[src/rtl/core/assert_macros.svh]
// Assertion macros shared by the tag store RTL.
// Each macro expands to one labeled concurrent assertion on clk, disabled in reset.
`ifndef ASSERT_MACROS_SVH
`define ASSERT_MACROS_SVH

// Assert that prop holds at every clock edge outside reset.
`define ASSERT_ALWAYS(label, prop, msg) \
  label: assert property (@(posedge clk) disable iff (!rst_n) (prop)) else $error(msg);

// Assert that cons holds in the cycle after ante.
`define ASSERT_NEXT(label, ante, cons, msg) \
  label: assert property (@(posedge clk) disable iff (!rst_n) (ante) |=> (cons)) \
    else $error(msg);

`endif

[src/rtl/core/tmts_pkg.sv]
// Package for the two-level tag store: geometry constants, request codes,
// payload structs, controller state type and controller/datapath interface.
package tmts_pkg;

  localparam int PAGE_BYTES    = 4096;
  localparam int GRANULE_BYTES = 16;
  localparam int PAGE_COUNT    = 256;
  localparam int TAG_BITS      = 8;

  localparam int GRAN_SHIFT  = $clog2(GRANULE_BYTES);
  localparam int PAGE_SHIFT  = $clog2(PAGE_BYTES);
  localparam int GPP_W       = PAGE_SHIFT - GRAN_SHIFT;
  localparam int GRAN_PER_PG = 1 << GPP_W;
  localparam int PAGE_IDX_W  = $clog2(PAGE_COUNT);
  localparam int TOTAL_GRAN  = PAGE_COUNT * GRAN_PER_PG;
  localparam int GRAN_IDX_W  = $clog2(TOTAL_GRAN);
  localparam int GCNT_W      = $clog2(TOTAL_GRAN + 1);
  localparam int CNT_W       = 48;

  localparam logic [1:0] REQ_SET     = 2'd0;
  localparam logic [1:0] REQ_CHECK   = 2'd1;
  localparam logic [1:0] REQ_DROP    = 2'd2;
  localparam logic [1:0] REQ_CLR_CNT = 2'd3;

  typedef struct packed {
    logic [1:0]  req_type;
    logic [31:0] addr;
    logic [23:0] range_size;
    logic [7:0]  tag;
  } in_req_t;

  typedef struct packed {
    logic              tag_match;
    logic [CNT_W-1:0]  access_count;
  } out_res_t;

  typedef enum logic [2:0] {
    ST_IDLE,
    ST_SET,
    ST_CLEAR,
    ST_CHK,
    ST_CHK_CMP,
    ST_DONE
  } state_t;

  typedef struct packed {
    logic load;
    logic drop;
    logic cnt_clr;
    logic clr_start;
    logic clr_step;
    logic set_write;
    logic chk_read;
    logic chk_direct;
    logic chk_cmp;
  } cmd_t;

  typedef struct packed {
    logic gran_done;
    logic page_present;
    logic clr_last;
    logic chk_hit;
  } status_t;

endpackage

[src/rtl/core/tmts_ctrl.sv]
// Controller state machine of the tag store.
// Depends on tmts_pkg and assert_macros.svh.
`include "assert_macros.svh"

module tmts_ctrl (
  input  logic               clk,
  input  logic               rst_n,
  input  logic               start,
  input  logic [1:0]         req_type,
  input  tmts_pkg::status_t  status,
  output tmts_pkg::cmd_t     cmd,
  output logic               busy,
  output logic               out_valid
);
  import tmts_pkg::*;

  state_t state_r, state_nxt;

  always_ff @(posedge clk) begin
    if (!rst_n) begin
      state_r <= ST_IDLE;
    end else begin
      state_r <= state_nxt;
    end
  end

  // Next state
  always_comb begin
    state_nxt = state_r;
    unique case (state_r)
      ST_IDLE: begin
        if (start) begin
          unique case (req_type)
            REQ_SET:   state_nxt = ST_SET;
            REQ_CHECK: state_nxt = ST_CHK;
            default:   state_nxt = ST_DONE;
          endcase
        end
      end
      ST_SET: begin
        if (status.gran_done) begin
          state_nxt = ST_DONE;
        end else if (!status.page_present) begin
          state_nxt = ST_CLEAR;
        end
      end
      ST_CLEAR: begin
        if (status.clr_last) begin
          state_nxt = ST_SET;
        end
      end
      ST_CHK: begin
        state_nxt = status.chk_hit ? ST_CHK_CMP : ST_DONE;
      end
      ST_CHK_CMP: state_nxt = ST_DONE;
      ST_DONE:    state_nxt = ST_IDLE;
      default:    state_nxt = ST_IDLE;
    endcase
  end

  // Outputs
  always_comb begin
    cmd       = '0;
    busy      = (state_r != ST_IDLE);
    out_valid = (state_r == ST_DONE);
    unique case (state_r)
      ST_IDLE: begin
        if (start) begin
          cmd.load    = 1'b1;
          cmd.drop    = (req_type == REQ_DROP);
          cmd.cnt_clr = (req_type == REQ_CLR_CNT);
        end
      end
      ST_SET: begin
        if (!status.gran_done) begin
          cmd.clr_start = !status.page_present;
          cmd.set_write = status.page_present;
        end
      end
      ST_CLEAR:   cmd.clr_step = 1'b1;
      ST_CHK: begin
        cmd.chk_read   = status.chk_hit;
        cmd.chk_direct = !status.chk_hit;
      end
      ST_CHK_CMP: cmd.chk_cmp = 1'b1;
      ST_DONE:    ;
      default:    ;
    endcase
  end

  `ASSERT_NEXT(a_done_single, state_r == ST_DONE, state_r == ST_IDLE, "result strobe held over")
  `ASSERT_ALWAYS(a_one_granule_op, $onehot0({cmd.set_write, cmd.clr_step, cmd.chk_read}), "granule port conflict")

endmodule

[config.mk]
export PLATFORM = sky130hd
export DESIGN_NAME = tmts_ctrl
export DESIGN_NICKNAME = d
export VERILOG_FILES = /design/src/rtl/core/tmts_pkg.sv /design/src/rtl/core/tmts_ctrl.sv
export VERILOG_INCLUDE_DIRS = /design/src /design/src/rtl/core
export SDC_FILE = /design/constraint.sdc
export NUM_CORES = 1
export LEC_CHECK = 0
export BUFFER_PORTS_ARGS = -buffer_cell sky130_fd_sc_hd__buf_2
export CORE_AREA = 5 5 42 44
export DETAILED_ROUTE_END_ITERATION = 8
export DIE_AREA = 0 0 47 49
export SETUP_SLACK_MARGIN = 0.3
export SLEW_MARGIN = 30
export SYNTH_ARGS = -nofsm -noshare
export SYNTH_HDL_FRONTEND = slang
export SYNTH_SLANG_ARGS = --single-unit
[constraint.sdc]
create_clock -name clk -period 1.1 [get_ports clk]
set_input_delay 0.22 -clock clk [delete_from_list [all_inputs] [get_ports clk]]
set_output_delay 0.22 -clock clk [all_outputs]
set_load 0.02 [all_outputs]
==> results of run 1 <==
-- worst register-to-register path: cells and delay by family (launching register included) --
family | cells | cell delay, ps
flops | 1 | 350
compound gates | 1 | 100
simple gates | 2 | 410
buf+inv | 4 | 470
-- cell type report --
class                           count  area, um2  area share [%]
Timing Repair Buffer               40        355            41.8
Inverter                            4       17.5            2.06
Sequential cell                     3       71.3            8.38
Multi-Input combinational cell     30        360            42.4
Tap cell                           16       20.0            2.35
Clock buffer                        4       26.3            3.09
-- cells in the mapped netlist, types with 2 or more instances --
cell / number
a21oi_1: 2
and2_1: 2
and3_1: 3
dfxtp_1: 3
inv_1: 4
nand2_1: 2
nor2_1: 5
nor2b_1: 2
o21ai_0: 3
-- power breakdown --
| group | leakage [nW] | internal [mW] | switching [mW] |
|---|---|---|---|
| clock | 0.0150 | 0.136 | 0.0528 |
| combinational | 0.322 | 0.433 | 0.348 |
| sequential | 0.0267 | 0.135 | 0.0348 |
| total | 0.364 | 0.705 | 0.436 |
-- what timing repair did --
item | 4_1_cts | 5_1_grt
pin swaps | 10 | 10
buffers inserted | 9 | 2
endpoints found under the hold margin | 0 | 0
hold buffers | 0 | 0
gates resized for setup | 42 | 13
setup endpoints to repair | 14 | 14
-- logic make-up after synthesis --
group	after synthesis	synth area share, %
AOI/OAI and AO/OA	10	23.9
buffers and inverters	7	12.8
DFF	3	19.8
and+or+nand+nor	20	43.6
-- per-layer routing --
metal	up-vias	track usage, %
met3	4	2.21
met1	222	12.9
met5	-	0
met2	18	21.7
met4	0	5.53
li1	224	-
-- worst max-delay path by stage --
stage | start | endpoint | slack (ps) | depth (start not counted)
floorplan | state_r[1] | cmd[6] | -80 | 4
global placement | state_r[1] | cmd[2] | -170 | 3
detailed placement | state_r[1] | cmd[1] | -190 | 4
CTS | state_r[1] | cmd[6] | -360 | 4
global route | state_r[2] | cmd[3] | -450 | 5
finish | state_r[2] | cmd[5] | -410 | 4
==> summary.md, run 1 <==
| Metric | Value |
|---|---|
| Status | `finished, violations left` |
| Failing checks | `setup timing` |
| WL final | `approximately 1.3 mm` |
| Cells after Synth | `40` |
| Clock Latency Late Sink | `between 200 and 250 ps` |
| Syn_nets | `between 40 and 50` |
| Min-Delay Path Class | `input port to flip-flop` |
| Most frequent cells in the layout | `buf_6 (20), buf_4 (12), buf_2 (8), nor2_4 (4)` |
| Vias per cell | `approximately 4.8` |
| # DRC | `0` |
| Final Skew | `slightly above 2 ps` |
| CP endpoint kind | `output port` |
| Antenna-violating nets left | `0` |
| R2R Setup Slk | `-320 ps` |
| Hold Slack | `roughly 280 ps` |
| DP Wirelength | `between 700 and 800 um` |
| Met3 wire len | `between 80 and 90 um` |
| Power Dens Cells | `approximately 1300 mW/mm2` |
| Min Tclk post-route | `~1500 ps` |
| Leakage dissipation | `approximately 0.36 nW` |
| Final worst slack | `-409 ps` |
| Initial antenna violation count | `0` |
| Post-synth EDFFs | `0` |
| Detailed-route via count | `468` |
| Top Registers | `state_r x3` |
| Max reg flops | `3` |
| WHS Path Cells | `3` |
| Max-cap violation count | `0` |
| Number of diodes | `0` |
| Die Y | `between 40 and 50 um` |
| Critical path fanouts, max | `3` |
| Ys async rst share | `0%` |
| Hold Crit Endpoint | `state_r[2]` |
| Unique masters post-synth | `23` |
| Die Area | `about 0.0023 mm2` |
| CTS root buffer | `clkbuf_4` |
| Final hold violations | `0` |
| Core Area | `~0.0014 mm2` |
| Area leader, netlist | `dfxtp_1` |
| Setup violators final | `14` |
| Worst Tran Pin Value | `between 400 and 500 ps` |
| Synth Register Bits | `3` |
| Crit path max-delay cell type | `dfxtp_4` |
| Worst Path Required | `around 880 ps` |
| Placer Congestion | `between 0.8 and 0.9` |
| Cell repeated most along the worst path | `buf_6` |
| Std cell rows | `14` |
| CTS tree | `yes` |
| Top Ports | `20` |
| Gr ovfl total | `0` |
| Setup CP Type | `flip-flop to output port` |
| Slew Viols, Final | `0` |
| Delay of the slowest cell on the worst path | `between 300 and 400 ps` |
| Horiz. Die Dim | `about 47 um` |
| Buf/Inv on CP | `2` |
| Maximum VDD drop | `roughly 0.63 mV` |
| Cts bufs inserted | `3` |
| Pre-CTS setup slack | `-192 ps` |
| Share of layout cells above drive strength 1 | `a little under 90%` |
| Initial Util | `roughly 22%` |
| Area growth syn-to-layout | `180%` |
| Most flops, register | `state_r` |
| DR WL met2 | `between 700 and 800 um` |
| Placed cells | `82` |
| Reg clk slew, reported paths | `40 ps` |
| First-pass GRT wire length | `2.06 mm` |
| Post-Syn Area | `304 um2` |
| Power, Total | `around 1.1 mW` |
| Top cell type's share of synthesized area | `between 10% and 20%` |
| Synth warn | `0` |
| GR Util All Layers | `between 10% and 20%` |
| Top achievable clock speed | `663 MHz` |
| Iteration-0 DRC Markers | `2` |
| Ranking of synthesized cells by area | `dfxtp_1 (20%), nor4b_4 (7.8%), and3_1 (6.2%), nor2_1 (6.2%), o21ai_0 (4.9%)` |
| RSZ-0062 raised after global routing | `true` |
| Tcrit/Tclk final | `137%` |
| CP Cell Sequence | `buf_6, nor4b_4, nor2b_4, buf_6` |
| Crit path DAT | `1290 ps` |
| Post-layout util | `between 60% and 70%` |
| Worst Reg-to-Reg Cells | `7` |
| Worst reg2reg startpoint | `state_r[2]` |
| Worst r2r dst | `state_r[0]` |
| Synthesized area per cell | `approximately 7.6 um2` |
| Top Metal Used | `met4` |
| Sequential area share after synthesis | `between 10% and 20%` |
| Startpoint class of the critical path | `flip-flop` |
| H-tree levels | `1` |
| Most used DFF post-synth | `dfxtp_1` |
| Routed met1 length | `about 430 um` |
| Delay-heaviest family, CP | `simple AND/OR/NAND/NOR gates` |
| Pin count of the biggest net entering global routing | `7` |
| # port buffers | `19` |
| Nets | `91` |
| Number of global-route vias before repair | `a little over 500` |
| DRT Pass-1 Iters | `2` |
| Cell area after layout | `around 850 um2` |
| Drt wl/cell | `13.7 um` |
| TNS Setup | `-4150 ps` |
| Relative slew slack | `between 60 and 70%` |
| Max Buffers Root-to-Sink | `2` |
| Finished Layout Cells | `97` |
| Fill cells | `121` |
| Dpl cell area | `536 um2` |
| Commonest non-fill, non-tap cell in the layout | `buf_6` |
| Worst Min Path Start | `rst_n` |
| CTS sink count | `3` |
Note: power is estimated with default switching activity, not from simulation.
==> run 2, diff against run 1 <==
--- a/config.mk
+++ b/config.mk
@@ -7,9 +7,12 @@
 export NUM_CORES = 1
 export LEC_CHECK = 0
 export BUFFER_PORTS_ARGS = -buffer_cell sky130_fd_sc_hd__buf_2
-export CORE_AREA = 5 5 42 44
+export CELL_PAD_IN_SITES_DETAIL_PLACEMENT = 2
+export CELL_PAD_IN_SITES_GLOBAL_PLACEMENT = 2
+export CORE_MARGIN = 5
+export CORE_UTILIZATION = 17
 export DETAILED_ROUTE_END_ITERATION = 8
-export DIE_AREA = 0 0 47 49
+export PLACE_DENSITY_LB_ADDON = 0.1
 export SETUP_SLACK_MARGIN = 0.3
 export SLEW_MARGIN = 30
 export SYNTH_ARGS = -nofsm -noshare
==> summary.md, run 2 (same netlist as run 1, synthesis figures left out) <==
| Metric | Value |
|---|---|
| Status | `finished, violations left` |
| Failing checks | `setup timing` |
| # port buffers | `19 (unchanged)` |
| Final worst slack | `-388 ps (+21.0 ps)` |
| Dpl cell area | `539 um2 (+0.70%)` |
| Die Area | `0.00273 mm2 (+19%)` |
| Clock Latency Late Sink | `230 ps (about the same)` |
| Nets | `89 (-2.2%)` |
| Tcrit/Tclk final | `135% (-1.9 points)` |
| Pre-CTS setup slack | `-217 ps (-25.1 ps)` |
| Delay-heaviest family, CP | `simple AND/OR/NAND/NOR gates` |
| Drt wl/cell | `14.5 um (+6.0%)` |
| Sw Ratio | `37.8% (-0.43 points)` |
| GR Util All Layers | `11.8% (-0.34 points)` |
| Share of layout cells above drive strength 1 | `83.5% (-5.3 points)` |
| WL final | `1.51 mm (+14%)` |
| Gr ovfl total | `0 (unchanged)` |
| Max reg flops | `3 (unchanged)` |
| Max Buffers Root-to-Sink | `2 (unchanged)` |
| Fill cells | `180 (+49%)` |
| Antenna-violating nets left | `0 (unchanged)` |
| Slew Viols, Final | `0 (unchanged)` |
| CTS sink count | `3 (unchanged)` |
| Initial antenna violation count | `0 (unchanged)` |
| Cts bufs inserted | `3 (unchanged)` |
| Std cell rows | `15 (+1)` |
| Worst Tran Pin Value | `342 ps (-116 ps)` |
| Max-cap violation count | `0 (unchanged)` |
| Delay of the slowest cell on the worst path | `350 ps (about the same)` |
| Placed cells | `90 (+9.8%)` |
| Setup CP Type | `flip-flop to output port` |
| Iteration-0 DRC Markers | `0 (-2)` |
| Crit path max-delay cell type | `dfxtp_4` |
| Area growth syn-to-layout | `158%` |
| CP endpoint kind | `output port` |
| Setup violators final | `14 (unchanged)` |
| RSZ-0062 raised after global routing | `true` |
| Reg clk slew, reported paths | `30 ps (about the same)` |
| Combinational power share | `65.7% (-2.8 points)` |
| Min Tclk post-route | `1490 ps (-21.0 ps)` |
| DRT Pass-1 Iters | `1 (-1)` |
| Share of power burned in the clock network | `17.7% (+1.2 points)` |
| Top achievable clock speed | `672 MHz (+1.4%)` |
| Most frequent cells in the layout | `buf_6 (16), buf_4 (13), buf_2 (9)` |
| Vias per cell | `4.28 (-11%)` |
| Critical path fanouts, max | `4 (+1)` |
| Final hold violations | `0 (unchanged)` |
| Startpoint class of the critical path | `flip-flop` |
| Crit path DAT | `1270 ps (-20 ps)` |
| Core Area | `0.00171 mm2 (+22%)` |
| Pin count of the biggest net entering global routing | `7 (unchanged)` |
| Initial Util | `17.8% (-3.9 points)` |
| Top Ports | `20 (unchanged)` |
| Buf/Inv on CP | `1 (-1)` |
| Worst Path Required | `880 ps (about the same)` |
| CTS tree | `yes` |
| Commonest non-fill, non-tap cell in the layout | `buf_6` |
| Placer Congestion | `0.658 (-20%)` |
| Int Pwr | `0.677 mW (-3.9%)` |
| Number of global-route vias before repair | `491 (-4.1%)` |
| Net Sw Power | `0.411 mW (-5.6%)` |
| CTS root buffer | `clkbuf_4` |
| Finished Layout Cells | `104 (+7.2%)` |
| DP Wirelength | `973 um (+23%)` |
| Maximum VDD drop | `0.692 mV (+10%)` |
| Min-Delay Path Class | `input port to flip-flop` |
| Hold Slack | `261 ps (-17.4 ps)` |
| Part of the power in registers | `16.6% (+1.7 points)` |
| Die Y | `52.3 um (+6.7%)` |
| Power Dens Cells | `1390 mW/mm2 (+3.5%)` |
| Horiz. Die Dim | `52.3 um (+11%)` |
| Detailed-route via count | `445 (-4.9%)` |
| First-pass GRT wire length | `2.28 mm (+10%)` |
| Final Skew | `5.08 ps (+3.05 ps)` |
| # DRC | `0 (unchanged)` |
| Most flops, register | `state_r` |
| Top Registers | `state_r x3` |
| CP Cell Sequence | `nor3_4, and2_4, and3_4, buf_6` |
| Number of diodes | `0 (unchanged)` |
| Cell area after layout | `785 um2 (-7.8%)` |
| Leakage dissipation | `0.344 nW (-5.5%)` |
| Relative slew slack | `77.0% (+7.8 points)` |
| H-tree levels | `1 (unchanged)` |
## run 2: power by group through the flow
stage,Combinational [mW],Clock [mW],Sequential (mW)
floorplan,0.307,0,0.152
global placement,0.425,0,0.181
detailed placement,0.429,0,0.180
CTS,0.623,0.203,0.180
global route,0.764,0.215,0.185
finish,0.715,0.193,0.180
## run 2: repair_timing
item / CTS / global route
pin swaps: 9 / 4
endpoints found under the setup margin: 14 / 14
resized for setup: 32 / 8
hold buffers: 0 / 0
buffers inserted: 7 / 3
## run 2: metrics by stage
step | total power, mW | TNS (ps) | utilization [%]
global placement | 0.607 | -1580 | 31.6
floorplan | 0.459 | -131 | -
detailed placement | 0.610 | -1640 | 31.6
finish | 1.09 | -3900 | 45.9
CTS | 1.01 | -3670 | 42.6
global route | 1.16 | -4680 | 45.9
## run 2: layout make-up
cell class              instances  area, um2  area share [%]
repair buffers                 38        323            41.1
inverters                       4       15.0            1.91
well taps                      25       31.3            3.99
multi-input cells              30        318            40.5
flip-flops and latches          3       71.3            9.09
clock buffers                   4       26.3            3.35
## run 2: worst paths after layout
path / from / end / slack (ps) / cells after the start
max: state_r[0] / cmd[6] / -390 / 4
min: rst_n / state_r[2] / 260 / 3
max reg2reg: state_r[0] / state_r[0] / -160 / 5
min reg2reg: state_r[2] / state_r[1] / 700 / 3
## run 2: per-layer routing
layer,vias up,global-route usage [%],wire [um]
met5,-,0,0
met2,16,22.5,874
met3,0,5.13,94
met1,212,11.0,543
met4,0,3.83,0
li1,217,-,-
## run 2: worst register-to-register path: cells and delay by family, from the launching register on
| kind | cells | cell delay, ps |
|---|---|---|
| flops | 1 | 350 |
| compound gates | 2 | 280 |
| simple gates | 1 | 250 |
| buf+inv | 2 | 240 |
